==> config.mk <==
export PLATFORM = sky130hd
export DESIGN_NAME = jet_cell
export DESIGN_NICKNAME = d
export VERILOG_FILES = /design/src/hdl/jet_pkg.sv /design/src/hdl/jet_cell.sv
export SDC_FILE = /design/constraint.sdc
export NUM_CORES = 1
export LEC_CHECK = 0
export BUFFER_PORTS_ARGS = -buffer_cell sky130_fd_sc_hd__buf_4
export CORE_MARGIN = 4
export CORE_UTILIZATION = 60
export CTS_CLUSTER_DIAMETER = 50
export DETAILED_ROUTE_END_ITERATION = 10
export PLACE_DENSITY = 0.9
export REMOVE_ABC_BUFFERS = 1
export SLEW_MARGIN = 20
export SYNTH_ARGS = -nofsm -noshare
export SYNTH_HDL_FRONTEND = slang
export SYNTH_SLANG_ARGS = --single-unit
export TNS_END_PERCENT = 100
==> constraint.sdc <==
create_clock -name i_clk -period 29.7 [get_ports i_clk]
set_clock_uncertainty 0.15 [all_clocks]
set_input_delay 1.485 -clock i_clk [delete_from_list [all_inputs] [get_ports i_clk]]
set_output_delay 1.485 -clock i_clk [all_outputs]
set_load 0.01 [all_outputs]
==> src/hdl/jet_pkg.sv <==
// ----------------------------------------------------------------------------
// jet_pkg
// Shared types, constants and helpers for the Julia escape-time pixel core.
// ----------------------------------------------------------------------------
package jet_pkg;

    // Iteration limit and grid size
    localparam int MAX_ITER  = 12;
    localparam int GRID_COLS = 64;
    localparam int GRID_ROWS = 48;
    localparam int COL_HALF  = GRID_COLS / 2;
    localparam int ROW_HALF  = GRID_ROWS / 2;
    localparam int START_MUL = 3;

    // Field widths
    localparam int COL_W   = 6;
    localparam int ROW_W   = 6;
    localparam int C_W     = 8;
    localparam int OFF_W   = 3;
    localparam int ITER_W  = 4;
    localparam int SCR_W   = 8;
    localparam int CNT_W   = $clog2(MAX_ITER + 1);
    localparam int IN_W    = 16;
    localparam int OUT_W   = 32;
    localparam int CFG_I_W = 2;

    // Working width of z: escape test keeps |z| within +/-256 after a step
    localparam int Z_W  = 10;
    localparam int SQ_W = 2 * Z_W + 1;

    // Escape limits and fixed-point scale
    localparam int ESC_MAG = 64;
    localparam int ESC_R2  = 4096;
    localparam int FRAC    = 5;

    // Result flags
    localparam int BRIGHT_MIN = 6;
    localparam int WIDE_MIN   = 8;

    // Screen line: 16 + row*167/47 by reciprocal multiply, exact for 6-bit rows
    localparam int Y_TOP   = 16;
    localparam int Y_NUM   = 167;
    localparam int Y_DEN   = GRID_ROWS - 1;
    localparam int Y_SHIFT = 12;
    localparam int Y_MUL   = (Y_NUM * (1 << Y_SHIFT) + Y_DEN - 1) / Y_DEN;
    localparam int Y_MUL_W = $clog2(Y_MUL + 1);
    localparam int X_SHIFT = 2;

    // Register reset values
    localparam logic signed [C_W-1:0] C_REAL_RST = -8'sd22;
    localparam logic signed [C_W-1:0] C_IMAG_RST = 8'sd0;
    localparam logic [OFF_W-1:0]      OFF_RST    = 3'd0;

    // Configuration register indexes
    typedef enum logic [CFG_I_W-1:0] {
        REG_C_REAL    = 2'd0,
        REG_C_IMAG    = 2'd1,
        REG_COLOR_OFF = 2'd2
    } t_reg_idx;

    // One point travelling down the cell chain
    typedef struct packed {
        logic signed [Z_W-1:0] re;
        logic signed [Z_W-1:0] im;
        logic [CNT_W-1:0]      cnt;
        logic                  done;
        logic [COL_W-1:0]      col;
        logic [ROW_W-1:0]      row;
    } t_point;

    // Signed divide by 2^FRAC, truncating toward zero
    function automatic logic signed [SQ_W-1:0] div_frac(input logic signed [SQ_W-1:0] x);
        logic signed [SQ_W-1:0] bias;
        bias = x[SQ_W-1] ? SQ_W'((1 << FRAC) - 1) : '0;
        return (x + bias) >>> FRAC;
    endfunction

endpackage

==> src/hdl/jet_cell.sv <==
// ----------------------------------------------------------------------------
// jet_cell
// One iteration of z <- z*z/32 + c with escape test, registered hand-off.
// ----------------------------------------------------------------------------
module jet_cell (
    input  logic                              i_clk,
    input  logic                              i_rst_n,
    input  logic signed [jet_pkg::C_W-1:0]    i_c_real,
    input  logic signed [jet_pkg::C_W-1:0]    i_c_imag,
    input  logic                              i_valid,
    output logic                              o_ready,
    input  jet_pkg::t_point                   i_point,
    output logic                              o_valid,
    input  logic                              i_ready,
    output jet_pkg::t_point                   o_point
);

    logic                                r_valid;
    jet_pkg::t_point                     r_point;
    jet_pkg::t_point                     n_point;
    logic signed [2*jet_pkg::Z_W-1:0]    w_re_sq;
    logic signed [2*jet_pkg::Z_W-1:0]    w_im_sq;
    logic signed [2*jet_pkg::Z_W-1:0]    w_cross;
    logic signed [jet_pkg::SQ_W-1:0]     w_r2;
    logic signed [jet_pkg::SQ_W-1:0]     w_diff;
    logic signed [jet_pkg::SQ_W-1:0]     w_dbl;
    logic signed [jet_pkg::SQ_W-1:0]     w_nre;
    logic signed [jet_pkg::SQ_W-1:0]     w_nim;
    logic                                w_esc;

    // Squares and cross term
    always_comb begin
        w_re_sq = i_point.re * i_point.re;
        w_im_sq = i_point.im * i_point.im;
        w_cross = i_point.re * i_point.im;
        w_r2    = jet_pkg::SQ_W'(w_re_sq) + jet_pkg::SQ_W'(w_im_sq);
        w_diff  = jet_pkg::SQ_W'(w_re_sq) - jet_pkg::SQ_W'(w_im_sq);
        w_dbl   = jet_pkg::SQ_W'(w_cross) <<< 1;
        w_nre   = jet_pkg::div_frac(w_diff) + jet_pkg::SQ_W'(i_c_real);
        w_nim   = jet_pkg::div_frac(w_dbl) + jet_pkg::SQ_W'(i_c_imag);
    end

    // Escape test runs ahead of the update
    always_comb begin
        w_esc = i_point.done
             || (i_point.re > jet_pkg::Z_W'(jet_pkg::ESC_MAG))
             || (i_point.re < jet_pkg::Z_W'(-jet_pkg::ESC_MAG))
             || (i_point.im > jet_pkg::Z_W'(jet_pkg::ESC_MAG))
             || (i_point.im < jet_pkg::Z_W'(-jet_pkg::ESC_MAG))
             || (w_r2 > jet_pkg::SQ_W'(jet_pkg::ESC_R2));
    end

    // Next point: freeze once escaped, else step and count
    always_comb begin
        n_point = i_point;
        if (w_esc) begin
            n_point.done = 1'b1;
        end else begin
            n_point.re  = jet_pkg::Z_W'(w_nre);
            n_point.im  = jet_pkg::Z_W'(w_nim);
            n_point.cnt = i_point.cnt + jet_pkg::CNT_W'(1);
        end
    end

    // Stage takes an item when empty or when its item moves on
    assign o_ready = !r_valid || i_ready;

    always_ff @(posedge i_clk) begin
        if (!i_rst_n) begin
            r_valid <= 1'b0;
        end else if (o_ready) begin
            r_valid <= i_valid;
        end
    end

    always_ff @(posedge i_clk) begin
        if (o_ready && i_valid) begin
            r_point <= n_point;
        end
    end

    assign o_valid = r_valid;
    assign o_point = r_point;

endmodule

==> results by group, run 1 <==
Outcome
  – Outcome: finished clean

Setup path
  – Critical path depth: 46
  – Crit start category: input pin
  – CP max stage cell: o41ai_1
  – Crit path kind: input pin to flop
  – Critical path origin: i_point[23]
  – Critical path peak fanout: 16
  – FF-to-FF setup slack: ~28 ns
  – RR Endpoint: o_point[6]
  – CP Capture Type: flop
  – Top Family by Delay on Critical Path: compound AO/OA/AOI/OAI gates
  – Required time of the critical path: approximately 30 ns
  – Reg-to-reg startpoint: o_valid
  – Crit-path max cell delay: 0.57 ns
  – Sum of buffers and inverters on the critical path: 6
  – Reg2Reg Depth: 2
  – Worst path arrival time: roughly 13 ns
  – Worst setup path end: o_point[36]

Timing
  – Slew Limit Headroom: 40.8%
  – Unrepaired setup endpoints after global routing: no
  – Period utilization: ~43%
  – Max frequency: 77.7 MHz
  – Setup TNS: 0 ns
  – Setup Viol. Count Final: 0
  – Min cycle time layout: approximately 13 ns
  – Least-Margin Pin Slew: ~0.89 ns
  – Slew Limit Fails: 0
  – Hold Fails Final Rpt: 0
  – Hold WS: 0.431 ns

GRT
  – Global-route wire length before repair: 63.1 mm
  – GRT Total Usage: 26.8%
  – Antenna violations before repair: 0
  – Largest net degree at the start of global routing: 38
  – Number of global-route vias before repair: approximately 14000
  – GRT overflow: 0

CTS
  – H-tree levels: 2
  – Post-CTS Resized: 0
  – Clk slew on worst S/H paths: around 0.060 ns
  – CTS root buffer: clkbuf_16
  – Sink Count: 38
  – Cts bufs inserted: 5
  – CTS Buffer Depth: 2
  – CTS tree: yes
  – Clock Latency Late Sink: 0.29 ns
  – Post-CTS Hold Fix Bufs: 0
  – Postcts setup bufs: 0

Routing
  – Vias per cell: 5.73
  – Via count: between 10000 and 15000
  – Routed Antenna Nets: 0
  – DR pass1 iterations: 5
  – DRC: 0
  – Post-Route WL: 37.6 mm
  – Wire per inst: 17.4 µm
  – DR iter-0 viols: 911

Die
  – Initial Util: 61.6%
  – Die span in x: 170 µm
  – Die area: 28800 µm²
  – I/O pin count: 96
  – FP Rows: 58
  – Core footprint: 25500 µm²
  – Die H: around 170 µm

Synthesis
  – Post-Synthesis Cells: 1786
  – Dominant cell type by area after synthesis: fa_1
  – Syn_area_per_cell: between 8 and 9 µm²
  – Post-synth EDFFs: 37
  – Most used DFF post-synth: edfxtp_1
  – Warnings, synthesis: 0
  – Sequential area share after synthesis: 7.21%
  – Share of flip-flops with an asynchronous set or reset: 0%
  – Synth Register Bits: 38
  – Count of different cell masters after synthesis: 85
  – Synth area leaders: fa_1 33%, ha_1 17%, inv_1 10%, edfxtp_1 7.1%, xnor2_1 5.4%
  – Synthesized cell area: 15700 µm²
  – Yosys top cell area share: 32.8%

Layout
  – Most common cell after layout, fill and taps aside: inv_1
  – Final core occ: between 60% and 70%
  – Layout area overhead: 6.34%
  – Fin nets: approximately 2400
  – Non-Filler Instances: between 2000 and 2500
  – Share of cells above drive strength 1: 7.62%
  – Commonest non-fill, non-tap cells in the layout: 431 x inv_1, 257 x fa_1, 211 x ha_1

Place
  – Post-DP HPWL: 31.4 mm
  – Placed cells: 2159
  – Quantity of I/O buffers inserted on ports: 95
  – RD Place Congestion: 0.953

Hold path
  – Hold Crit Class: flop to flop

Run
  – Max-cap violation count: 0
## flip-flops by register name, summed over array words and instances (netlist names)
register,count
o_valid,1
o_point,37
## kinds of logic after synthesis
logic type,Yosys count,synth area share (%)
xor+xnor,124,6.92
flops,38,7.21
fa+ha+maj,468,49.6
simple gates,419,12.6
compound gates,233,10.5
buf+inv,492,12.3
mux,12,0.805
## how the worst min path moves through the flow
| stage | startpoint | end | slack [ns] | depth (start not counted) |
|---|---|---|---|---|
| floorplan | o_valid | o_valid | 0.46 | 2 |
| global placement | o_valid | o_valid | 0.36 | 2 |
| detailed placement | o_valid | o_valid | 0.41 | 2 |
| CTS | o_valid | o_valid | 0.41 | 2 |
| global route | o_valid | o_valid | 0.47 | 2 |
| finish | o_valid | o_valid | 0.43 | 2 |
## per-stage QoR
stage	cell area [µm²]	setup slack [ns]
floorplan	15400	18.25
global placement	16500	17.02
detailed placement	16500	16.69
CTS	16700	16.96
global route	16700	15.98
finish	16700	16.83
## worst register-to-register path: stages, from the launching register on
cell and delay, ns:
dfxtp_1 0.31, nand2b_1 0.11, and2_2 0.75
## cell usage after synthesis (all sizes together) (5+ instances only)
master	number
a2111oi	7
a211oi	11
a21o	22
a21oi	51
a221oi	5
a31oi	5
and2	46
and3	11
buf	8
clkbuf	44
edfxtp	37
fa	257
ha	211
inv	434
mux2	5
mux2i	7
nand2	150
nand2b	16
nand3	22
nor2	103
nor2b	15
nor3	22
o21a	8
o21ai	64
o21bai	8
o31ai	8
o41ai	5
or3	6
or4	5
xnor2	97
xor2	27
## layout make-up
type                    count  area, µm²
fillers                  1941       8790
inverters                 438       1640
well taps                 330        413
repair buffers             97        728
clock buffers               5        125
clock inverters             3       16.3
diodes                      1       2.50
multi-input cells        1256      12600
flip-flops and latches     38       1130
## metal layers
layer / track usage (%) / up-vias / share of wire [%]
li1: - / 5686 / -
met1: 32.3 / 6050 / 38
met2: 48.2 / 552 / 50
met3: 4.12 / 127 / 7.7
met4: 10.6 / 0 / 4.1
met5: 0 / - / 0
Power of run 1 is not shown: default switching activity piles up to over one toggle a cycle in this logic, so the estimate is an artifact.
==> inputs of run 2 (changes only) <==
--- a/config.mk
+++ b/config.mk
@@ -5,6 +5,7 @@
 export SDC_FILE = /design/constraint.sdc
 export NUM_CORES = 1
 export LEC_CHECK = 0
+export ABC_AREA = 1
 export BUFFER_PORTS_ARGS = -buffer_cell sky130_fd_sc_hd__buf_4
 export CORE_MARGIN = 4
 export CORE_UTILIZATION = 60
==> constraint.sdc (replaced) <==
create_clock -name i_clk -period 11.9 [get_ports i_clk]
set_clock_uncertainty 0.15 [all_clocks]
set_input_delay 0.595 -clock i_clk [delete_from_list [all_inputs] [get_ports i_clk]]
set_output_delay 0.595 -clock i_clk [all_outputs]
set_load 0.01 [all_outputs]
==> run 2 against run 1 <==
Synthesized cell count increased by 20%. Routed wire length grew 9.7%. Area after synthesis grew 5.9%. Non-clock buffer count is 1 lower. Register-to-register slack worse by 18 ns. Flip-flop and latch count is the same. Clock-buffer cell count unchanged. Global-route usage is 0.77 points higher. Via count grew 13%. Final cell count rose by 18%. Critical endpoint is now o_point[35]. Utilization shrank 0.11 points.
==> results by group, run 2 <==
Outcome
  – Outcome: finished clean

Layout
  – Max reg flops: 37
  – Fill count: around 2100
  – Most common cell after layout, fill and taps aside: inv_1
  – Fin nets: 2721
  – Commonest non-fill, non-tap cells in the layout: 590 x inv_1, 408 x nand2_1, 257 x fa_1
  – Share of cells above drive strength 1: 8.47%
  – Layout area overhead: 6.63%
  – N_diodes: 0

Timing
  – Max frequency: 95.1 MHz
  – Slew Limit Fails: 0
  – Min cycle time layout: 10.52 ns
  – Setup TNS: 0 ns
  – Hold WS: 0.337 ns
  – Setup Viol. Count Final: 0
  – Hold Fails Final Rpt: 0
  – Fin worst setup slack: 1.38 ns
  – Period utilization: 88.4%
  – Least-Margin Pin Slew: 0.756 ns
  – Unrepaired setup endpoints after global routing: no
  – Slew Limit Headroom: between 40% and 50%

Setup path
  – Worst setup path end: o_point[35]
  – Most used cell, CP: inv_1
  – Critical path origin: i_point[32]
  – Crit path kind: input pin to flop
  – RR Endpoint: o_point[30]
  – Reg2Reg Depth: 2
  – Worst path arrival time: 10.39 ns
  – Required time of the critical path: 11.77 ns
  – Crit start category: input pin
  – Reg-to-reg startpoint: o_valid
  – Critical path peak fanout: 24
  – FF-to-FF setup slack: ~10 ns
  – CP max stage cell: fa_1
  – CP Capture Type: flop
  – Crit-path max cell delay: approximately 0.62 ns

Synthesis
  – Sequential area share after synthesis: 6.81%
  – Post-synthesis simple-gate area fraction: 17.1%
  – Count of different cell masters after synthesis: 57
  – Post-Synth XOR/XNOR Area: 6.05%
  – Warnings, synthesis: 0
  – Most used DFF post-synth: edfxtp_1
  – Post-synth EDFFs: 37
  – Adder-cell share of the synthesized area: 46.8%
  – Synth Register Bits: 38
  – Most common cell in the netlist: inv_1
  – Syn_area_per_cell: 7.74 µm²
  – Dominant cell type by area after synthesis: fa_1
  – Largest family of logic cells by synthesized area: adder cells
  – Synth area leaders: fa_1 31%, ha_1 16%, inv_1 13%, nand2_1 9.2%, edfxtp_1 6.7%
  – Mux share of post-synthesis cell area: 0%
  – Post-Synthesis Cells: 2148
  – Synthesized cell area: 16600 µm²
  – Compound-Gate Fraction of Synth Area: 7.92%
  – Yosys top cell area share: a little under a third
  – Share of flip-flops with an asynchronous set or reset: 0%
  – Synth top cells by count: 590 x inv_1, 408 x nand2_1, 257 x fa_1

CTS
  – Post-CTS Hold Fix Bufs: 0
  – Sink Count: 38
  – CTS Buffer Depth: 2
  – H-tree levels: 2
  – CTS tree: yes
  – CTS root buffer: clkbuf_16
  – Postcts setup bufs: 0
  – Clock Latency Late Sink: ~0.28 ns
  – Clk slew on worst S/H paths: 0.06 ns
  – Cts bufs inserted: 5
  – Post-CTS Resized: 0

Die
  – I/O pin count: 96
  – Die H: approximately 170 µm
  – FP Rows: 60
  – Die span in x: 174 µm
  – Die area: slightly above 30000 µm²
  – Initial Util: 61.3%
  – Core footprint: 27100 µm²

Place
  – RD Place Congestion: 0.928
  – Worst slack, placed: 1.31 ns
  – Post-DP HPWL: roughly 35 mm
  – Quantity of I/O buffers inserted on ports: 95

GRT
  – GRT overflow: 0
  – GRT Total Usage: between 20% and 30%
  – Largest net degree at the start of global routing: 38
  – Number of global-route vias before repair: 15095
  – Antenna violations before repair: 0
  – Global-route wire length before repair: around 69 mm

Routing
  – Vias per cell: 5.48
  – Via count: ~14000
  – DR iter-0 viols: 1183
  – DRC: 0
  – Routed Antenna Nets: 0
  – Post-Route WL: 41.3 mm
  – DR pass1 iterations: 8
  – Wire per inst: ~16 µm

Run
  – Max-cap violation count: 0

Hold path
  – Hold Crit Class: input pin to flop
## run 2: area by class of cell
type	instances	area (µm²)	share of cell area, %
inverter	600	2250	12.7
clock inverter	3	40.0	0.226
timing repair buffer	96	741	4.18
multi-input combinational	1455	13000	73.2
tap	372	465	2.63
sequential	38	1130	6.38
clock buffer	5	125	0.706
## run 2: kinds of logic (layout without fill, tap and decap cells)
family / count (synthesis) / in the layout
compound gates: 216 / 216
xor+xnor: 114 / 114
fa+ha+maj: 468 / 468
buf+inv: 655 / 704
flops: 38 / 38
simple gates: 657 / 657
## run 2: per-layer routing
metal	share of wire, %	GRT usage (%)
met5	0	0
met4	3.9	11.1
met3	9.4	5.24
met2	49	48.7
met1	38	33.3
## run 2: worst min-delay path by stage
stage | start | end | slack (ns) | cells after the start
6_report | i_point[3] | o_point[3] | 0.34 | 1
5_1_grt | i_point[8] | o_point[8] | 0.33 | 1
4_1_cts | i_point[10] | o_point[10] | 0.34 | 1
3_5_place_dp | o_valid | o_valid | 0.42 | 2
3_3_place_gp | o_valid | o_valid | 0.38 | 2
2_1_floorplan | o_valid | o_valid | 0.45 | 2
## run 2: critical path: cells and delay by family
kind | cells | cell delay, ns
compound gates | 17 | 3.06
simple gates | 9 | 1.17
xor+xnor | 3 | 0.66
buf+inv | 9 | 0.91
fa+ha+maj | 10 | 3.97
## run 2: through the flow
| stage | area (µm²) | util (%) | cells |
|---|---|---|---|
| 6_report | 17700 | 65.4 | 2569 |
| 2_1_floorplan | 16300 | - | 2093 |
| 4_1_cts | 17700 | 65.3 | 2568 |
| 3_3_place_gp | 17500 | 64.7 | 2560 |
| 5_1_grt | 17700 | 65.4 | 2569 |
| 3_5_place_dp | 17500 | 64.7 | 2560 |
Power of run 2 is left out for the same reason.
