$ cat src/hdl/jet_pkg.sv
// ----------------------------------------------------------------------------
// jet_pkg
// Shared types, constants and helpers for the Julia escape-time pixel core.
// ----------------------------------------------------------------------------
package jet_pkg;

    // Iteration limit and grid size
    localparam int MAX_ITER  = 12;
    localparam int GRID_COLS = 64;
    localparam int GRID_ROWS = 48;
    localparam int COL_HALF  = GRID_COLS / 2;
    localparam int ROW_HALF  = GRID_ROWS / 2;
    localparam int START_MUL = 3;

    // Field widths
    localparam int COL_W   = 6;
    localparam int ROW_W   = 6;
    localparam int C_W     = 8;
    localparam int OFF_W   = 3;
    localparam int ITER_W  = 4;
    localparam int SCR_W   = 8;
    localparam int CNT_W   = $clog2(MAX_ITER + 1);
    localparam int IN_W    = 16;
    localparam int OUT_W   = 32;
    localparam int CFG_I_W = 2;

    // Working width of z: escape test keeps |z| within +/-256 after a step
    localparam int Z_W  = 10;
    localparam int SQ_W = 2 * Z_W + 1;

    // Escape limits and fixed-point scale
    localparam int ESC_MAG = 64;
    localparam int ESC_R2  = 4096;
    localparam int FRAC    = 5;

    // Result flags
    localparam int BRIGHT_MIN = 6;
    localparam int WIDE_MIN   = 8;

    // Screen line: 16 + row*167/47 by reciprocal multiply, exact for 6-bit rows
    localparam int Y_TOP   = 16;
    localparam int Y_NUM   = 167;
    localparam int Y_DEN   = GRID_ROWS - 1;
    localparam int Y_SHIFT = 12;
    localparam int Y_MUL   = (Y_NUM * (1 << Y_SHIFT) + Y_DEN - 1) / Y_DEN;
    localparam int Y_MUL_W = $clog2(Y_MUL + 1);
    localparam int X_SHIFT = 2;

    // Register reset values
    localparam logic signed [C_W-1:0] C_REAL_RST = -8'sd22;
    localparam logic signed [C_W-1:0] C_IMAG_RST = 8'sd0;
    localparam logic [OFF_W-1:0]      OFF_RST    = 3'd0;

    // Configuration register indexes
    typedef enum logic [CFG_I_W-1:0] {
        REG_C_REAL    = 2'd0,
        REG_C_IMAG    = 2'd1,
        REG_COLOR_OFF = 2'd2
    } t_reg_idx;

    // One point travelling down the cell chain
    typedef struct packed {
        logic signed [Z_W-1:0] re;
        logic signed [Z_W-1:0] im;
        logic [CNT_W-1:0]      cnt;
        logic                  done;
        logic [COL_W-1:0]      col;
        logic [ROW_W-1:0]      row;
    } t_point;

    // Signed divide by 2^FRAC, truncating toward zero
    function automatic logic signed [SQ_W-1:0] div_frac(input logic signed [SQ_W-1:0] x);
        logic signed [SQ_W-1:0] bias;
        bias = x[SQ_W-1] ? SQ_W'((1 << FRAC) - 1) : '0;
        return (x + bias) >>> FRAC;
    endfunction

endpackage

$ cat src/hdl/jet_out.sv
// ----------------------------------------------------------------------------
// jet_out
// Result stage: colour, flags and screen coordinates into the output register.
// ----------------------------------------------------------------------------
module jet_out (
    input  logic                           i_clk,
    input  logic                           i_rst_n,
    input  logic [jet_pkg::OFF_W-1:0]      i_color_off,
    input  logic                           i_valid,
    output logic                           o_ready,
    input  jet_pkg::t_point                i_point,
    output logic                           o_tvalid,
    input  logic                           i_tready,
    output logic [jet_pkg::OUT_W-1:0]      o_tdata
);

    localparam int PAD_W = jet_pkg::OUT_W - jet_pkg::ITER_W - jet_pkg::OFF_W - 2
                         - 2 * jet_pkg::SCR_W;

    logic                                              r_valid;
    logic [jet_pkg::OUT_W-1:0]                         r_tdata;
    logic [jet_pkg::OUT_W-1:0]                         n_tdata;
    logic [jet_pkg::ROW_W+jet_pkg::Y_MUL_W-1:0]        w_ymul;
    logic [jet_pkg::ITER_W-1:0]                        w_iter;
    logic [jet_pkg::OFF_W-1:0]                         w_color;
    logic                                              w_bright;
    logic                                              w_wide;
    logic [jet_pkg::SCR_W-1:0]                         w_x;
    logic [jet_pkg::SCR_W-1:0]                         w_y;

    // Result fields
    always_comb begin
        w_iter   = jet_pkg::ITER_W'(i_point.cnt);
        w_color  = jet_pkg::OFF_W'(i_point.cnt) + i_color_off;
        w_bright = 32'(i_point.cnt) > jet_pkg::BRIGHT_MIN;
        w_wide   = 32'(i_point.cnt) > jet_pkg::WIDE_MIN;
        w_x      = jet_pkg::SCR_W'({i_point.col, {jet_pkg::X_SHIFT{1'b0}}});
        w_ymul   = (jet_pkg::ROW_W + jet_pkg::Y_MUL_W)'(i_point.row)
                 * (jet_pkg::ROW_W + jet_pkg::Y_MUL_W)'(jet_pkg::Y_MUL);
        w_y      = jet_pkg::SCR_W'(w_ymul >> jet_pkg::Y_SHIFT) + jet_pkg::SCR_W'(jet_pkg::Y_TOP);
        n_tdata  = {{PAD_W{1'b0}}, w_y, w_x, w_wide, w_bright, w_color, w_iter};
    end

    // Output register
    assign o_ready = !r_valid || i_tready;

    always_ff @(posedge i_clk) begin
        if (!i_rst_n) begin
            r_valid <= 1'b0;
        end else if (o_ready) begin
            r_valid <= i_valid;
        end
    end

    always_ff @(posedge i_clk) begin
        if (o_ready && i_valid) begin
            r_tdata <= n_tdata;
        end
    end

    assign o_tvalid = r_valid;
    assign o_tdata  = r_tdata;

endmodule

$ cat config.mk
export PLATFORM = sky130hd
export DESIGN_NAME = jet_out
export DESIGN_NICKNAME = d
export VERILOG_FILES = /design/src/hdl/jet_pkg.sv /design/src/hdl/jet_out.sv
export SDC_FILE = /design/constraint.sdc
export NUM_CORES = 1
export LEC_CHECK = 0
export BUFFER_PORTS_ARGS = -buffer_cell sky130_fd_sc_hd__buf_2
export CAP_MARGIN = 20
export CORE_ASPECT_RATIO = 0.75
export CORE_UTILIZATION = 51
export DETAILED_ROUTE_END_ITERATION = 8
export PLACE_DENSITY = 0.92
export SYNTH_ARGS = -nofsm -noshare
export SYNTH_HDL_FRONTEND = slang
export SYNTH_SLANG_ARGS = --single-unit
$ cat constraint.sdc
create_clock -name i_clk -period 4.65 [get_ports i_clk]
set_input_delay 0.465 -clock i_clk [delete_from_list [all_inputs] [get_ports i_clk]]
set_output_delay 0.465 -clock i_clk [all_outputs]
set_load 0.05 [all_outputs]
==> reports/metrics.yaml, run 1 <==
finalHoldViolations: 0
highest_layer: "met4"
drive_above_1_share: 0.245
wire_per_inst_um: 15.8
ctsHoldBuffers: 0
max_stage_delay_ns: 0.54
synth_seq_cells: 24
clk_latency_ns: 0.27
cp-end-kind: "register"
skew_ns: 0.00142
grt.total_usage: 0.217
setup_viol: 0
crit_family: "adder cells"
firstDrtPassIters: 4
overflow: 0
maxSlewViolCount: 0
wl_met2_um: 2380
grt_pass1_vias: 1618
worstHoldPathCells: 1
grt_first_pass_wirelength_um: 7600
post_cts_buffers: 0
row_count: 20
final_cell_mix: "buf_2 (47), ha_1 (38), inv_1 (31), edfxtp_1 (23), fa_1 (15)"
drt_first_iter_violations: 150
r2r_cells: 2
r2r_slack_ns: 3.03
path_buf_inv: 3
place_ws_ns: 0.192
vias: 1606
postPlaceCellArea_mm2: 0.00245
crit_chain: "buf_2, ha_1, inv_1, fa_1, inv_1, fa_1, ha_1, a21o_2, a211o_1, and4b_1, or3_1, and2_2, ha_1, xor2_1, xnor2_1"
dp_hpwl_um: 3620
avgViaCountPerCell: 5.43
start_util: 0.539
area_growth_pct: 14.0
slew_headroom: 0.319
cap_violations: 0
place.gp.congestion: 0.930
diodes: 0
final_cell_area_mm2: 0.00252
r2r_end: "o_tdata[18]"
critPathRequiredTime_ns: 4.67
wirelength_um: 4670
wl_met1_um: 1990
fillCellCount: 308
core_region_area_mm2: 0.00410
peakVddDrop_mv: 0.216
pin_count: 78
cts_resized: 0
crit_top_cell: "ha_1"
worst_slew_pin_slew_ns: 1.02
cts_sinks: 24
yosysWarnings: 0
ys_async_sr_fraction: 0
cts_buffers: 3
routed-wl-met3_um: 213
start_kind: "input pin"
regArea_um2: 711
antenna_found_initial: 0
p_per_area_mw_per_mm2: 432
synth-main-ff-cell: "edfxtp_1"
clockBufferDepth: 2
r2r-start: "o_tvalid"
die_y_um: 59.1
ys_seq_area_frac: 0.321
grt_max_degree: 24
fmax_mhz: 236
finalWorstSetupSlack_ns: 0.417
die_w_um: 78.1
ys_types: 44
hold_end: "o_tdata[13]"
status: "finished clean"
critPathSlowestCell: "fa_1"
die_area_mm2: 0.00461
min_path_type: "in2reg"
ant_nets: 0
period_minus_slack_ns: 4.23
rsz0062_at_grt: "no"
synth-edff-count: 23
cts_root_buffer: "clkbuf_8"
clk_pin_slew_ns: 0.09
cts_tree: "done"
numPortBuffers: 47
nets: 339
worstHoldStart: "i_point[8]"
fin_crit_sh: 0.910
final_common_cell: "buf_2"
syn_avg_cell_area_um2: 11.4
final_util: 0.615
cp.arrival_ns: 4.25
multi_input_area_mm2: 0.00132
setup_tns_ns: 0
cp_max_fo: 6
leakagePower_nw: 1.31
syn_inst: 194
drc: 0
cts-htree-levels: 1
syn_area_mm2: 0.00221
crit_type: "in2reg"
worst register-to-register path, delay by kind of cell (launching register included):
kind	cells	cell delay (ns)
flip-flops	1	0.32
AND/OR/NAND/NOR	2	0.93
area by class of cell:
cell class	instances	share of cell area
multi-input cells	135	0.524
flip-flops and latches	24	0.282
repair buffers	47	0.0932
well taps	55	0.0273
clock inverters	1	0.0119
inverters	31	0.0461
clock buffers	3	0.0164
logic make-up after synthesis:
logic type                 synth area share
DFF                                   0.321
other                               0.00169
adders and majority gates             0.350
AOI/OAI and AO/OA                     0.102
xor gates and xnor gates             0.0435
muxes                               0.00905
and+or+nand+nor                      0.0769
buffers and inverters                0.0955
flip-flops by register name, indices dropped and copies added, names as in the netlist:
register and flops:
o_tdata 23, o_tvalid 1
cell usage after synthesis (all sizes together), types with 2 or more instances:
| library cell | instances | area, um2 |
|---|---|---|
| a211o | 3 | 26.3 |
| a21o | 6 | 47.6 |
| a21oi | 8 | 40.0 |
| a31oi | 3 | 18.8 |
| and2 | 2 | 13.8 |
| and4 | 2 | 17.5 |
| and4b | 2 | 21.3 |
| buf | 12 | 95.1 |
| edfxtp | 23 | 691 |
| fa | 15 | 300 |
| ha | 38 | 475 |
| inv | 31 | 116 |
| mux2i | 2 | 20.0 |
| nand2 | 6 | 25.0 |
| nand2b | 2 | 12.5 |
| nand4 | 2 | 12.5 |
| nor2 | 4 | 15.0 |
| o21ai | 3 | 15.0 |
| or3 | 2 | 12.5 |
| xnor2 | 5 | 43.8 |
| xor2 | 6 | 52.6 |
report_power, final:
part           total (mW)  switching (mW)  leakage [nW]  internal, mW
clock network       0.183          0.0678        0.0357         0.115
logic               0.606           0.399          1.04         0.207
registers           0.300         0.00867         0.230         0.291
how the worst max path moves through the flow:
stage,start,end,slack [ns],cells past startpoint
detailed placement,i_point[3],o_tdata[23],0.19,15
CTS,i_point[3],o_tdata[23],0.43,15
floorplan,i_point[4],o_tdata[23],0.62,16
finish,i_point[3],o_tdata[23],0.42,15
global route,i_point[3],o_tdata[23],0.26,15
global placement,i_point[3],o_tdata[23],0.27,15
metal layers:
layer	vias up	track usage
met5	-	0
met4	0	0.0714
met3	10	0.0231
met2	64	0.385
met1	782	0.282
li1	750	-
stage by stage:
| step | power, mW | hold slack [ns] | cells |
|---|---|---|---|
| floorplan | 0.778 | 0.564 | 202 |
| finish | 1.09 | 0.367 | 296 |
| global route | 1.16 | 0.353 | 296 |
| detailed placement | 0.892 | 0.571 | 292 |
| global placement | 0.863 | 0.500 | 292 |
| CTS | 1.08 | 0.367 | 296 |
(Power assumes the default switching activity.)
==> run 2: changes to the inputs <==
--- a/config.mk
+++ b/config.mk
@@ -8,9 +8,9 @@
 export BUFFER_PORTS_ARGS = -buffer_cell sky130_fd_sc_hd__buf_2
 export CAP_MARGIN = 20
 export CORE_ASPECT_RATIO = 0.75
-export CORE_UTILIZATION = 51
+export CORE_UTILIZATION = 40
 export DETAILED_ROUTE_END_ITERATION = 8
-export PLACE_DENSITY = 0.92
+export PLACE_DENSITY = 0.77
 export SYNTH_ARGS = -nofsm -noshare
 export SYNTH_HDL_FRONTEND = slang
 export SYNTH_SLANG_ARGS = --single-unit
==> run 2 against run 1 <==
  * Routed wire length shrank 12%
  * Critical endpoint unchanged
  * Combinational power shrank 2%
  * Largest cell class unchanged
  * Die area grew 27%
  * Critical path type unchanged
  * Cell count grew 6.8%
  * Design area is essentially flat
  * Worst hold slack gained 0.0047 ns
  * Global-route usage shrank 6.8 points
==> reports/metrics.yaml, run 2 (same netlist as run 1, synthesis figures left out) <==
fin_crit_sh: 0.903  # was 0.910
multi_input_area_mm2: 0.00132  # unchanged
crit_type: "in2reg"  # unchanged
die_y_um: 66.4  # was 59.1 um
fillCellCount: 497  # was 308
diodes: 0  # unchanged
dp_hpwl_um: 3460  # was 3620 um
final_cell_mix: "buf_2 (47), ha_1 (38), inv_1 (31), edfxtp_1 (23), fa_1 (15)"  # unchanged
drt_first_iter_violations: 83  # was 150
pin_count: 78  # unchanged
drive_above_1_share: 0.241  # was 0.245
final_common_cell: "buf_2"  # unchanged
cp_max_fo: 6  # unchanged
die_area_mm2: 0.00584  # was 0.00461 mm2
slew_headroom: 0.325  # was 0.319
overflow: 0  # unchanged
cp.arrival_ns: 4.22  # was 4.25 ns
rsz0062_at_grt: "no"  # unchanged
clk_latency_ns: 0.26  # was 0.27 ns
grt_first_pass_wirelength_um: 6820  # was 7600 um
skew_ns: 0.00220  # was 0.00142 ns
wirelength_um: 4130  # was 4670 um
max_stage_delay_ns: 0.53  # was 0.54 ns
row_count: 23  # was 20
avgViaCountPerCell: 4.92  # was 5.43
cts_resized: 0  # unchanged
cts_tree: "done"  # unchanged
die_w_um: 87.9  # was 78.1 um
regArea_um2: 711  # unchanged
crit_top_cell: "ha_1"  # unchanged
setup_tns_ns: 0  # unchanged
final_cell_area_mm2: 0.00252  # about the same
finalHoldViolations: 0  # unchanged
setup_viol: 0  # unchanged
largest_register_ffs: 23  # unchanged
status: "finished clean"  # unchanged
post_cts_buffers: 0  # unchanged
fmax_mhz: 238  # was 236 MHz
area_growth_pct: 14.0  # about the same
period_minus_slack_ns: 4.20  # was 4.23 ns
r2r_slack_ns: 3.05  # was 3.03 ns
clockBufferDepth: 2  # unchanged
peakVddDrop_mv: 0.125  # was 0.216 mV
leakagePower_nw: 1.29  # was 1.31 nW
crit_chain: "buf_2, ha_1, inv_1, fa_1, inv_1, fa_1, ha_1, a21o_2, a211o_1, and4b_1, or3_1, and2_2, ha_1, xor2_1, xnor2_1"  # unchanged
grt_max_degree: 24  # unchanged
cp-end-kind: "register"  # unchanged
firstDrtPassIters: 4  # unchanged
critPathSlowestCell: "fa_1"  # unchanged
start_kind: "input pin"  # unchanged
postPlaceCellArea_mm2: 0.00248  # was 0.00245 mm2
vias: 1555  # was 1606
place.gp.congestion: 0.803  # was 0.930
ant_nets: 0  # unchanged
start_util: 0.416  # was 0.539
p_per_area_mw_per_mm2: 402  # was 432 mW/mm2
holdWs_ns: 0.372  # was 0.367 ns
maxSlewViolCount: 0  # unchanged
clk_pin_slew_ns: 0.08  # was 0.09 ns
cts-htree-levels: 1  # unchanged
antenna_found_initial: 0  # unchanged
min_path_type: "in2reg"  # unchanged
grt.total_usage: 0.148  # was 0.217
critPathRequiredTime_ns: 4.67  # about the same
core_region_area_mm2: 0.00532  # was 0.00410 mm2
cts_sinks: 24  # unchanged
drc: 0  # unchanged
numPortBuffers: 47  # unchanged
cts_buffers: 3  # unchanged
wire_per_inst_um: 13.1  # was 15.8 um
cts_root_buffer: "clkbuf_8"  # unchanged
nets: 339  # unchanged
worst_slew_pin_slew_ns: 1.01  # was 1.02 ns
cap_violations: 0  # unchanged
grt_pass1_vias: 1541  # was 1618
ctsHoldBuffers: 0  # unchanged
## run 2: where the power goes
part	switching, mW	internal (mW)	total, mW
Combinational	0.387	0.205	0.592
Sequential	0.00775	0.291	0.299
Clock	0.0618	0.0612	0.123
## run 2: stage by stage
step,std cells,setup WS [ns],power [mW],util
6_report,316,0.452,1.01,0.474
5_1_grt,316,0.331,1.09,0.474
4_1_cts,316,0.460,1.02,0.474
3_5_place_dp,312,0.193,0.890,0.465
3_3_place_gp,312,0.249,0.869,0.465
2_1_floorplan,202,0.620,0.778,-
## run 2: worst max-delay path: cells and delay by family
| family | cells | cell delay, ns |
|---|---|---|
| AOI/OAI and AO/OA | 2 | 0.50 |
| buffers and inverters | 3 | 0.30 |
| and+or+nand+nor | 3 | 0.76 |
| xor gates and xnor gates | 2 | 0.28 |
| adders and majority gates | 5 | 1.91 |
## run 2: layout make-up
type                            count  area share
Multi-Input combinational cell    135       0.524
Sequential cell                    24       0.282
Timing Repair Buffer               47      0.0933
Inverter                           31      0.0461
Tap cell                           75      0.0372
Clock buffer                        4      0.0179
## run 2: final timing paths
path              start          end  depth (start not counted)
min          i_point[7]  o_tdata[12]                          1
max          i_point[3]  o_tdata[23]                         15
max reg2reg    o_tvalid  o_tdata[17]                          2
min reg2reg    o_tvalid     o_tvalid                          2
## run 2: layer usage
| metal | vias to the layer above | global-route usage | share of wire |
|---|---|---|---|
| met3 | 4 | 0.0225 | 0.031 |
| li1 | 752 | - | - |
| met5 | - | 0 | 0 |
| met1 | 760 | 0.195 | 0.46 |
| met2 | 39 | 0.259 | 0.50 |
| met4 | 0 | 0.0287 | 0.0065 |
==> run 3: changes to the inputs <==
--- a/config.mk
+++ b/config.mk
@@ -8,8 +8,10 @@
 export BUFFER_PORTS_ARGS = -buffer_cell sky130_fd_sc_hd__buf_2
 export CAP_MARGIN = 20
 export CORE_ASPECT_RATIO = 0.75
+export CORE_MARGIN = 8
 export CORE_UTILIZATION = 40
 export DETAILED_ROUTE_END_ITERATION = 8
+export GPL_TIMING_DRIVEN = 0
 export PLACE_DENSITY = 0.77
 export SYNTH_ARGS = -nofsm -noshare
 export SYNTH_HDL_FRONTEND = slang
==> run 3 against run 2 <==
  * Register-to-register slack hardly changed
  * Setup slack lost 0.0076 ns
  * Sequential cell count is the same
  * Sequential share of layout area fell by 1.0 points
==> reports/metrics.yaml, run 3 (same netlist as run 1, synthesis figures left out) <==
setup_viol: 0  # unchanged
fin_cells: 328  # was 316
vias: 1534  # was 1555
r2r_end: "o_tdata[21]"  # was o_tdata[17]
crit_type: "in2reg"  # unchanged
drc: 0  # unchanged
diodes: 0  # unchanged
wire_per_inst_um: 13.9  # was 13.1 um
row_count: 23  # unchanged
start_kind: "input pin"  # unchanged
rsz0062_at_grt: "no"  # unchanged
cts_buffers: 3  # unchanged
drt_first_iter_violations: 70  # was 83
grt_pass1_vias: 1710  # was 1541
max_stage_delay_ns: 0.53  # about the same
min_path_type: "in2reg"  # unchanged
cts_sinks: 24  # unchanged
cp.depth: 15  # unchanged
cp_max_fo: 6  # unchanged
dp_hpwl_um: 3990  # was 3460 um
nets: 351  # was 339
ctsHoldBuffers: 0  # unchanged
multi_input_area_mm2: 0.00132  # unchanged
overflow: 0  # unchanged
die_y_um: 80.4  # was 66.4 um
finalWorstSetupSlack_ns: 0.444  # was 0.452 ns
clk_latency_ns: 0.27  # was 0.26 ns
cp-end-kind: "register"  # unchanged
core_region_area_mm2: 0.00535  # was 0.00532 mm2
regArea_um2: 711  # unchanged
maxSlewViolCount: 0  # unchanged
power.total_mw: 1.03  # was 1.01 mW
cp.arrival_ns: 4.22  # about the same
dp.cells: 324  # was 312
status: "finished clean"  # unchanged
p_per_area_mw_per_mm2: 394  # was 402 mW/mm2
post_cts_buffers: 0  # unchanged
ant_nets: 0  # unchanged
antenna_found_initial: 0  # unchanged
worst_slew_pin_slew_ns: 1.02  # was 1.01 ns
critPathSlowestCell: "fa_1"  # unchanged
place_ws_ns: 0.179  # was 0.193 ns
numPortBuffers: 47  # unchanged
wirelength_um: 4550  # was 4130 um
final_common_cell: "buf_2"  # unchanged
r2r_slack_ns: 3.05  # about the same
start_util: 0.414  # was 0.416
die_w_um: 102  # was 87.9 um
cap_violations: 0  # unchanged
cp-startpoint: "i_point[3]"  # unchanged
crit_chain: "buf_2, ha_1, inv_1, fa_1, inv_1, fa_1, ha_1, a21o_2, a211oi_1, nor3_1, o211ai_1, inv_1, ha_1, xor2_1, xnor2_1"  # was buf_2, ha_1, inv_1, fa_1, inv_1, fa_1, ha_1, a21o_2, a211o_1, and4b_1, or3_1, and2_2, ha_1, xor2_1, xnor2_1
r2r-start: "o_tvalid"  # unchanged
grt_max_degree: 24  # unchanged
cts_tree: "done"  # unchanged
pin_count: 78  # unchanged
fin_crit_sh: 0.904  # was 0.903
final_cell_mix: "buf_2 (48), ha_1 (38), inv_1 (31), edfxtp_1 (23), fa_1 (15)"  # was buf_2 (47), ha_1 (38), inv_1 (31), edfxtp_1 (23), fa_1 (15)
setup_tns_ns: 0  # unchanged
crit_family: "adder cells"  # unchanged
fmax_mhz: 238  # about the same
cts_root_buffer: "clkbuf_8"  # unchanged
avgViaCountPerCell: 4.68  # was 4.92
grt.total_usage: 0.117  # was 0.148
peakVddDrop_mv: 0.131  # was 0.125 mV
skew_ns: 0.00472  # was 0.00220 ns
slew_headroom: 0.319  # was 0.325
leakagePower_nw: 1.36  # was 1.29 nW
firstDrtPassIters: 4  # unchanged
r2r_cells: 2  # unchanged
endpoint: "o_tdata[23]"  # unchanged
die_area_mm2: 0.00819  # was 0.00584 mm2
largest_register_ffs: 23  # unchanged
drive_above_1_share: 0.277  # was 0.241
period_minus_slack_ns: 4.21  # was 4.20 ns
path_buf_inv: 4  # was 3
critPathRequiredTime_ns: 4.66  # was 4.67 ns
clk_pin_slew_ns: 0.08  # about the same
cts_resized: 0  # unchanged
finalHoldViolations: 0  # unchanged
fillCellCount: 514  # was 497
cts-htree-levels: 1  # unchanged
clockBufferDepth: 2  # unchanged
grt_first_pass_wirelength_um: 7710  # was 6820 um
place.gp.congestion: 0.829  # was 0.803
holdWs_ns: 0.371  # was 0.372 ns
area_growth_pct: 18.3  # was 14.0%
==> run 3: cell types whose count changed in the layout (fill, tap and decap cells not counted), sizes merged <==
cell / previous run / this run
clkinv: 0 / 1
buf: 47 / 59
clkbuf: 4 / 3
==> run 3: worst min-delay path by stage <==
stage                startpoint           to  cells past startpoint
global placement       o_tvalid     o_tvalid                      2
finish              i_point[11]  o_tdata[16]                      1
global route         i_point[8]  o_tdata[13]                      1
floorplan           i_point[13]   o_tdata[0]                      0
CTS                  i_point[8]  o_tdata[13]                      1
detailed placement     o_tvalid     o_tvalid                      2
==> run 3: report_power, final <==
group | switching (mW) | internal, mW
registers | 0.00885 | 0.291
logic | 0.391 | 0.220
clock network | 0.0624 | 0.0590
==> run 3: metrics by stage <==
| stage | util | instance area [um2] |
|---|---|---|
| 3_3_place_gp | 0.481 | 2570 |
| 4_1_cts | 0.489 | 2620 |
| 6_report | 0.489 | 2620 |
| 5_1_grt | 0.489 | 2620 |
| 3_5_place_dp | 0.481 | 2570 |
| 2_1_floorplan | - | 2240 |
==> run 3: worst register-to-register path, delay by kind of cell (launching register included) <==
family | cells | cell delay, ns
flip-flops | 1 | 0.31
AND/OR/NAND/NOR | 2 | 0.92
==> run 3: final cells by class <==
cell class	instances	share of cell area
Buffer	12	0.0363
Inverter	31	0.0445
Multi-Input combinational cell	135	0.505
Timing Repair Buffer	47	0.0899
Clock buffer	3	0.0158
Tap cell	75	0.0359
Clock inverter	1	0.00143
Sequential cell	24	0.272
==> run 3: routing by layer <==
layer / GRT usage / up-vias / routed length [um]
met3: 0.0199 / 8 / 176
met5: 0 / - / 0
met4: 0.0321 / 0 / 86
met1: 0.138 / 719 / 1950
met2: 0.214 / 29 / 2340
li1: - / 778 / -
